$ cat src/rtl/core/cpd_pkg.sv
package cpd_pkg;

    localparam int unsigned NUM_LANES  = 8;
    localparam int unsigned TAIL_BYTES = 4;
    localparam int unsigned TAIL_SLOTS = NUM_LANES - TAIL_BYTES + 1;

    // Head marker 55 AA 55 AA and tail marker 66 CC 66 CC, byte 0 lowest
    localparam logic [31:0] HEAD_MARK = 32'hAA55_AA55;
    localparam logic [31:0] TAIL_MARK = 32'hCC66_CC66;

    localparam logic [3:0] FULL_LEN = 4'(NUM_LANES);

    typedef enum logic [0:0] {
        CFG_COMMAND_CODE = 1'b0,
        CFG_SCRAMBLE_KEY = 1'b1
    } cfg_idx_t;

    typedef struct packed {
        logic [3:0]  frame_len;
        logic [63:0] frame_bytes;
    } frame_t;

    typedef struct packed {
        logic [63:0] payload_bytes;
        logic [3:0]  payload_count;
        logic [15:0] payload_offset;
        logic        head_found;
        logic        packet_done;
        logic        packet_dropped;
    } result_t;

endpackage

$ cat src/rtl/core/cpd_in_reg.sv
module cpd_in_reg (
    input  logic            clk,
    input  logic            rst_n,
    input  logic            in_valid,
    output logic            in_stall,
    input  cpd_pkg::frame_t in_frame,
    input  logic            take,
    output logic            frame_valid,
    output cpd_pkg::frame_t frame_q
);
    import cpd_pkg::*;

    logic   valid_reg;
    logic   valid_next;
    frame_t frame_reg;
    logic   accept;

    // Holding register frees up in the same cycle the engine takes it
    assign in_stall = valid_reg && !take;
    assign accept   = in_valid && !in_stall;

    always_comb
    begin
        valid_next = valid_reg;
        if (accept)
        begin
            valid_next = 1'b1;
        end
        else if (take)
        begin
            valid_next = 1'b0;
        end
    end

    always_ff @(posedge clk or negedge rst_n)
    begin
        if (!rst_n)
        begin
            valid_reg <= 1'b0;
        end
        else
        begin
            valid_reg <= valid_next;
        end
    end

    always_ff @(posedge clk)
    begin
        if (accept)
        begin
            frame_reg <= in_frame;
        end
    end

    assign frame_valid = valid_reg;
    assign frame_q     = frame_reg;

endmodule

$ cat src/rtl/core/cpd_engine.sv
module cpd_engine (
    input  logic             clk,
    input  logic             rst_n,
    input  logic             cfg_write_en,
    input  logic [0:0]       cfg_index,
    input  logic [15:0]      cfg_data,
    input  logic             frame_valid,
    input  cpd_pkg::frame_t  frame_q,
    output logic             take,
    output logic             out_valid,
    input  logic             out_stall,
    output cpd_pkg::result_t result
);
    import cpd_pkg::*;

    logic [15:0] command_code_reg;
    logic [7:0]  scramble_key_reg;

    logic        in_packet_reg;
    logic        in_packet_next;
    logic [15:0] packet_length_reg;
    logic [15:0] packet_length_next;
    logic [15:0] write_position_reg;
    logic [15:0] write_position_next;

    logic        out_valid_reg;
    logic        out_valid_next;
    result_t     result_reg;
    result_t     result_next;

    logic [3:0]  dlc;
    logic [15:0] remaining;
    logic [3:0]  count;
    logic [15:0] pos_after;
    logic [31:0] tail_word;
    logic        is_head;
    logic        closing;
    logic        tail_ok;

    always_ff @(posedge clk or negedge rst_n)
    begin
        if (!rst_n)
        begin
            command_code_reg <= '0;
            scramble_key_reg <= '0;
        end
        else if (cfg_write_en)
        begin
            unique case (cfg_idx_t'(cfg_index))
                CFG_COMMAND_CODE: command_code_reg <= cfg_data;
                CFG_SCRAMBLE_KEY: scramble_key_reg <= cfg_data[7:0];
                default:          ;
            endcase
        end
    end

    assign take = frame_valid && (!out_valid_reg || !out_stall);

    always_comb
    begin
        dlc = (frame_q.frame_len > FULL_LEN) ? FULL_LEN : frame_q.frame_len;
        remaining = packet_length_reg - write_position_reg;
        count = (remaining < {12'd0, dlc}) ? remaining[3:0] : dlc;
        pos_after = write_position_reg + {12'd0, count};

        is_head = (dlc == FULL_LEN) && (frame_q.frame_bytes[31:0] == HEAD_MARK)
                  && (frame_q.frame_bytes[47:32] == command_code_reg);

        // Last four bytes of the frame, wherever it ends
        tail_word = '0;
        for (int t = 0; t < TAIL_SLOTS; t++)
        begin
            if (dlc == 4'(t + TAIL_BYTES))
            begin
                tail_word = frame_q.frame_bytes[t*8 +: 32];
            end
        end
        tail_ok = ((dlc - count) >= 4'(TAIL_BYTES)) && (tail_word == TAIL_MARK);
        closing = in_packet_reg && (pos_after == packet_length_reg) && (count < dlc);

        in_packet_next      = in_packet_reg;
        packet_length_next  = packet_length_reg;
        write_position_next = write_position_reg;
        result_next         = '0;

        if (!in_packet_reg)
        begin
            if (is_head)
            begin
                in_packet_next         = 1'b1;
                packet_length_next     = frame_q.frame_bytes[63:48];
                write_position_next    = '0;
                result_next.head_found = 1'b1;
            end
        end
        else
        begin
            for (int k = 0; k < NUM_LANES; k++)
            begin
                if (4'(k) < count)
                begin
                    result_next.payload_bytes[k*8 +: 8] =
                        frame_q.frame_bytes[k*8 +: 8] ^ scramble_key_reg;
                end
            end
            result_next.payload_count  = count;
            result_next.payload_offset = (count == 4'd0) ? 16'd0 : write_position_reg;
            write_position_next        = pos_after;
            if (closing)
            begin
                in_packet_next = 1'b0;
                if (tail_ok)
                begin
                    result_next.packet_done = 1'b1;
                end
                else
                begin
                    result_next.packet_dropped = 1'b1;
                    write_position_next        = '0;
                end
            end
        end
    end

    always_comb
    begin
        out_valid_next = out_valid_reg;
        if (take)
        begin
            out_valid_next = 1'b1;
        end
        else if (!out_stall)
        begin
            out_valid_next = 1'b0;
        end
    end

    always_ff @(posedge clk or negedge rst_n)
    begin
        if (!rst_n)
        begin
            in_packet_reg      <= 1'b0;
            packet_length_reg  <= '0;
            write_position_reg <= '0;
            out_valid_reg      <= 1'b0;
        end
        else
        begin
            out_valid_reg <= out_valid_next;
            if (take)
            begin
                in_packet_reg      <= in_packet_next;
                packet_length_reg  <= packet_length_next;
                write_position_reg <= write_position_next;
            end
        end
    end

    always_ff @(posedge clk)
    begin
        if (take)
        begin
            result_reg <= result_next;
        end
    end

    assign out_valid = out_valid_reg;
    assign result    = result_reg;

    a_flags_exclusive: assert property (@(posedge clk) disable iff (!rst_n)
        out_valid_reg |-> $onehot0({result_reg.head_found, result_reg.packet_done,
                                    result_reg.packet_dropped}))
        else $error("more than one packet event in one result");

    a_pos_in_range: assert property (@(posedge clk) disable iff (!rst_n)
        in_packet_reg |-> (write_position_reg <= packet_length_reg))
        else $error("write position beyond packet length");

    a_head_no_payload: assert property (@(posedge clk) disable iff (!rst_n)
        (out_valid_reg && result_reg.head_found) |-> (result_reg.payload_count == 4'd0))
        else $error("head frame carried payload");

    a_empty_is_zero: assert property (@(posedge clk) disable iff (!rst_n)
        (out_valid_reg && result_reg.payload_count == 4'd0)
        |-> (result_reg.payload_offset == 16'd0 && result_reg.payload_bytes == 64'd0))
        else $error("empty result with non-zero payload fields");

    a_count_bound: assert property (@(posedge clk) disable iff (!rst_n)
        out_valid_reg |-> (result_reg.payload_count <= FULL_LEN))
        else $error("payload count above lane count");

    a_state_on_take: assert property (@(posedge clk) disable iff (!rst_n)
        !take |=> $stable(in_packet_reg) && $stable(write_position_reg))
        else $error("packet state moved without a request");

endmodule

$ cat src/rtl/core/can_packet_deframer.sv
// Channel   Direction  Handshake             Payload
// in        to block   in_valid / in_stall   frame_len, frame_bytes
// out       from block out_valid / out_stall payload_bytes, payload_count, payload_offset,
//                                            head_found, packet_done, packet_dropped
// cfg       to block   cfg_write_en          cfg_index, cfg_data
//
// One request per cycle sustained while out is not stalled; each request gives one result
// (through the input register, then the packet logic into the result register).
// Packet state updates as a request leaves the input register, so it is exact
// for back-to-back requests.
// Reset clears packet state, command code and key; payload registers are not reset.
// A stall on out holds the result; the input register then fills and in_stall rises.
module can_packet_deframer (
    input  logic        clk,
    input  logic        rst_n,
    input  logic        cfg_write_en,
    input  logic [0:0]  cfg_index,
    input  logic [15:0] cfg_data,
    input  logic        in_valid,
    output logic        in_stall,
    input  logic [3:0]  frame_len,
    input  logic [63:0] frame_bytes,
    output logic        out_valid,
    input  logic        out_stall,
    output logic [63:0] payload_bytes,
    output logic [3:0]  payload_count,
    output logic [15:0] payload_offset,
    output logic        head_found,
    output logic        packet_done,
    output logic        packet_dropped
);
    import cpd_pkg::*;

    frame_t  in_frame;
    frame_t  frame_q;
    logic    frame_valid;
    logic    take;
    result_t result;

    assign in_frame.frame_len   = frame_len;
    assign in_frame.frame_bytes = frame_bytes;

    cpd_in_reg u_in_reg (
        .clk         (clk),
        .rst_n       (rst_n),
        .in_valid    (in_valid),
        .in_stall    (in_stall),
        .in_frame    (in_frame),
        .take        (take),
        .frame_valid (frame_valid),
        .frame_q     (frame_q)
    );

    cpd_engine u_engine (
        .clk          (clk),
        .rst_n        (rst_n),
        .cfg_write_en (cfg_write_en),
        .cfg_index    (cfg_index),
        .cfg_data     (cfg_data),
        .frame_valid  (frame_valid),
        .frame_q      (frame_q),
        .take         (take),
        .out_valid    (out_valid),
        .out_stall    (out_stall),
        .result       (result)
    );

    assign payload_bytes  = result.payload_bytes;
    assign payload_count  = result.payload_count;
    assign payload_offset = result.payload_offset;
    assign head_found     = result.head_found;
    assign packet_done    = result.packet_done;
    assign packet_dropped = result.packet_dropped;

endmodule

$ cat config.mk
export PLATFORM = sky130hd
export DESIGN_NAME = can_packet_deframer
export DESIGN_NICKNAME = d
export VERILOG_FILES = /design/src/rtl/core/cpd_pkg.sv /design/src/rtl/core/cpd_in_reg.sv /design/src/rtl/core/cpd_engine.sv /design/src/rtl/core/can_packet_deframer.sv
export SDC_FILE = /design/constraint.sdc
export NUM_CORES = 1
export LEC_CHECK = 0
export ABC_AREA = 1
export BUFFER_PORTS_ARGS = -buffer_cell sky130_fd_sc_hd__buf_2
export CORE_UTILIZATION = 55
export CTS_CLUSTER_SIZE = 8
export DETAILED_ROUTE_END_ITERATION = 8
export PLACE_DENSITY = 0.75
export SLEW_MARGIN = 10
export SYNTH_ARGS = -nofsm -noshare
export SYNTH_HDL_FRONTEND = slang
export SYNTH_SLANG_ARGS = --single-unit
$ cat constraint.sdc
create_clock -name clk -period 14.5 [get_ports clk]
set_clock_uncertainty 0.1 [all_clocks]
set_input_delay 0.725 -clock clk [delete_from_list [all_inputs] [get_ports clk]]
set_output_delay 0.725 -clock clk [all_outputs]
set_load 0.02 [all_outputs]
==> results.toml <==
[clock_network]
postCtsSetupRepairBufs = 0
ctsHoldBuffers = 0
htreeDepth = 1
cts.repair.resized = 0
clk_latency_ns = 0.57
clk_path_buf_depth = 3
path_clk_slew_ns = 0.06
cts_made_buffers = 31
cts-root-buf = "clkbuf_16"
clkSinkCount = 214
cts_tree = "done"

[timing]
tightestPinTransition_ns = 1.303
relSlewSlack = 0.1268
max_freq_mhz = 191.8
worst_slack_ns = 9.286
setup_tns_ns = 0
hold_viol = 0
setup_violations = 0
rsz0062_at_grt = "false"
slew_viol_final = 0
min_period_ns = 5.214
post-route-period-util = 0.3596

[cells_and_area]
layout_common_cells = "nand2_1 (323), buf_2 (178), inv_1 (158), edfxtp_1 (155), nor2_1 (152)"
fillers = 1748
largest_register_ffs = 87
design_area_um2 = 13800
drive_above_1_share = 0.1720
final_common_cell = "nand2_1"
antennaDiodeCount = 0
area_growth_pct = 16.78
final_net_count = 1629
postLayoutCoreUtil = 0.6567

[place]
hpwlAfterDp_um = 24690
routabilityCongestion = 0.9815
dp_slack_ns = 9.403
place_area_um2 = 12910
portBuffers = 178

[synth]
ys_seq_area_frac = 0.5186
synth-main-ff-cell = "edfxtp_1"
netlist_area_um2 = 11820
yosys_warnings = 0
syn_inst = 1328
ys_types = 48
ys_async_sr_fraction = 0.2757
synth_nets = 1446
synth_edf_count = 155
synth-seq-cells = 214
avgSynthCellArea_um2 = 8.902

[critical_path]
startpoint = "u_engine.packet_length_reg[0]$_DFFE_PN0P_"
worstPathRequired_ns = 14.83
cp.depth = 28
end_kind = "register"
crit_path_max_incr_delay_ns = 0.46
critPathLaunchType = "register"
slowest_stage = "fa_1"
path_delay_family = "simple AND/OR/NAND/NOR gates"
path_class = "register to register"
timing.rr.start = "u_engine.packet_length_reg[0]$_DFFE_PN0P_"
cp.arrival_ns = 5.55
cpMostUsedCell = "nand2_1"
crit_path_max_fanout = 16
ff2ff_path_depth = 28
path_buf_inv = 2

[drt]
firstDrtPassIters = 5
vias_per_cell = 5.605
vias = 10145
dr.first_iter.drc_count = 888
drcViolationCount = 0
routedWlPerCell_um = 18.69
drt-total-wl_um = 33840
final_antenna_net_count = 0

[worst_hold_path]
worstHoldStart = "frame_bytes[29]"
hp-class = "primary input to register"
min_path_cells = 1

[floorplan]
row_count = 53
initial_core_util = 0.5623
core_um2 = 21020
io_pins = 179
die-height_um = 148.6
dieArea_um2 = 22080
fp.dieW_um = 148.6

[power]
p_leak_nw = 6.172
p_clk_frac = 0.412
sw_frac_of_total = 0.2690
combPwrFrac = 0.113
p_int_mw = 1.178
powerDensity_nw_per_um2 = 116.8
p_sw_mw = 0.4335
ir_drop_uv = 122.9
p_seq_frac = 0.475
p_total_mw = 1.612

[global_routing]
grt_pass1_wl_um = 51660
grt_max_degree = 69
antenna_found_initial = 0
grt.total_usage = 0.3085
grt.overflow.total = 0
first_global_vias = 9548

[run]
max_cap_viol_count = 0

[status]
outcome = "completed"
cell type report:
class	count	area, um2	share of cell area
clock buffers	54	862.1	0.06245
clock inverters	3	33.78	0.002447
inverters	163	614.3	0.04450
multi-input cells	918	4891	0.3543
flip-flops and latches	214	6131	0.4441
well taps	275	344.1	0.02493
repair buffers	183	928.4	0.06725
per-stage QoR:
step | std cells | hold WS [ns]
6_report | 1810 | 0.2330
5_1_grt | 1810 | 0.2233
2_1_floorplan | 1328 | 0.3294
3_3_place_gp | 1753 | 0.3698
3_5_place_dp | 1753 | 0.3751
4_1_cts | 1810 | 0.2206
final timing paths:
kind / endpoint / slack (ns)
max: u_engine.write_position_reg[11]$_DFFE_PN0P_ / 9.29
min: u_in_reg.frame_q[29]$_DFFE_PP_ / 0.23
max reg2reg: u_engine.write_position_reg[11]$_DFFE_PN0P_ / 9.29
min reg2reg: u_engine.command_code_reg[1]$_DFFE_PN0P_ / 0.40
max in group asynchronous: u_engine.command_code_reg[0]$_DFFE_PN0P_ / 13.50
min in group asynchronous: u_engine.write_position_reg[14]$_DFFE_PN0P_ / 0.24
power groups by stage:
stage / Sequential [mW] / Combinational [mW] / Clock [mW]
2_1_floorplan: 0.779 / 0.102 / 0
3_3_place_gp: 0.774 / 0.177 / 0
3_5_place_dp: 0.774 / 0.180 / 0
4_1_cts: 0.764 / 0.182 / 0.669
5_1_grt: 0.769 / 0.199 / 0.696
6_report: 0.766 / 0.182 / 0.664
per-layer routing:
layer  GRT usage  vias up  wire length [um]
met4      0.1175        0              1278
met1      0.4431     4654             14490
met2      0.4659      610             14700
met5           0        -                 0
met3     0.05491       85              3370
li1            -     4796                 -
cell usage after synthesis, types with 19 or more instances:
library cell	number	area [um2]
dfrtp_1	59	1476
nor2_1	152	570.6
nor3_1	19	95.09
o21ai_0	64	320.3
nand4_1	46	287.8
xnor2_1	68	595.6
nand3_1	71	355.3
edfxtp_1	155	4654
clkbuf_1	19	71.32
a21oi_1	32	160.2
ha_1	26	325.3
inv_1	159	596.8
nor4_1	19	118.9
nand2_1	323	1212
cells by family after synthesis:
family	count (synthesis)	synth area share
compound gates	122	0.05705
xor+xnor	80	0.05927
fa+ha+maj	28	0.03091
buf+inv	196	0.06859
flops	214	0.5186
mux	6	0.005715
simple gates	682	0.2598
(Power assumes the default switching activity.)
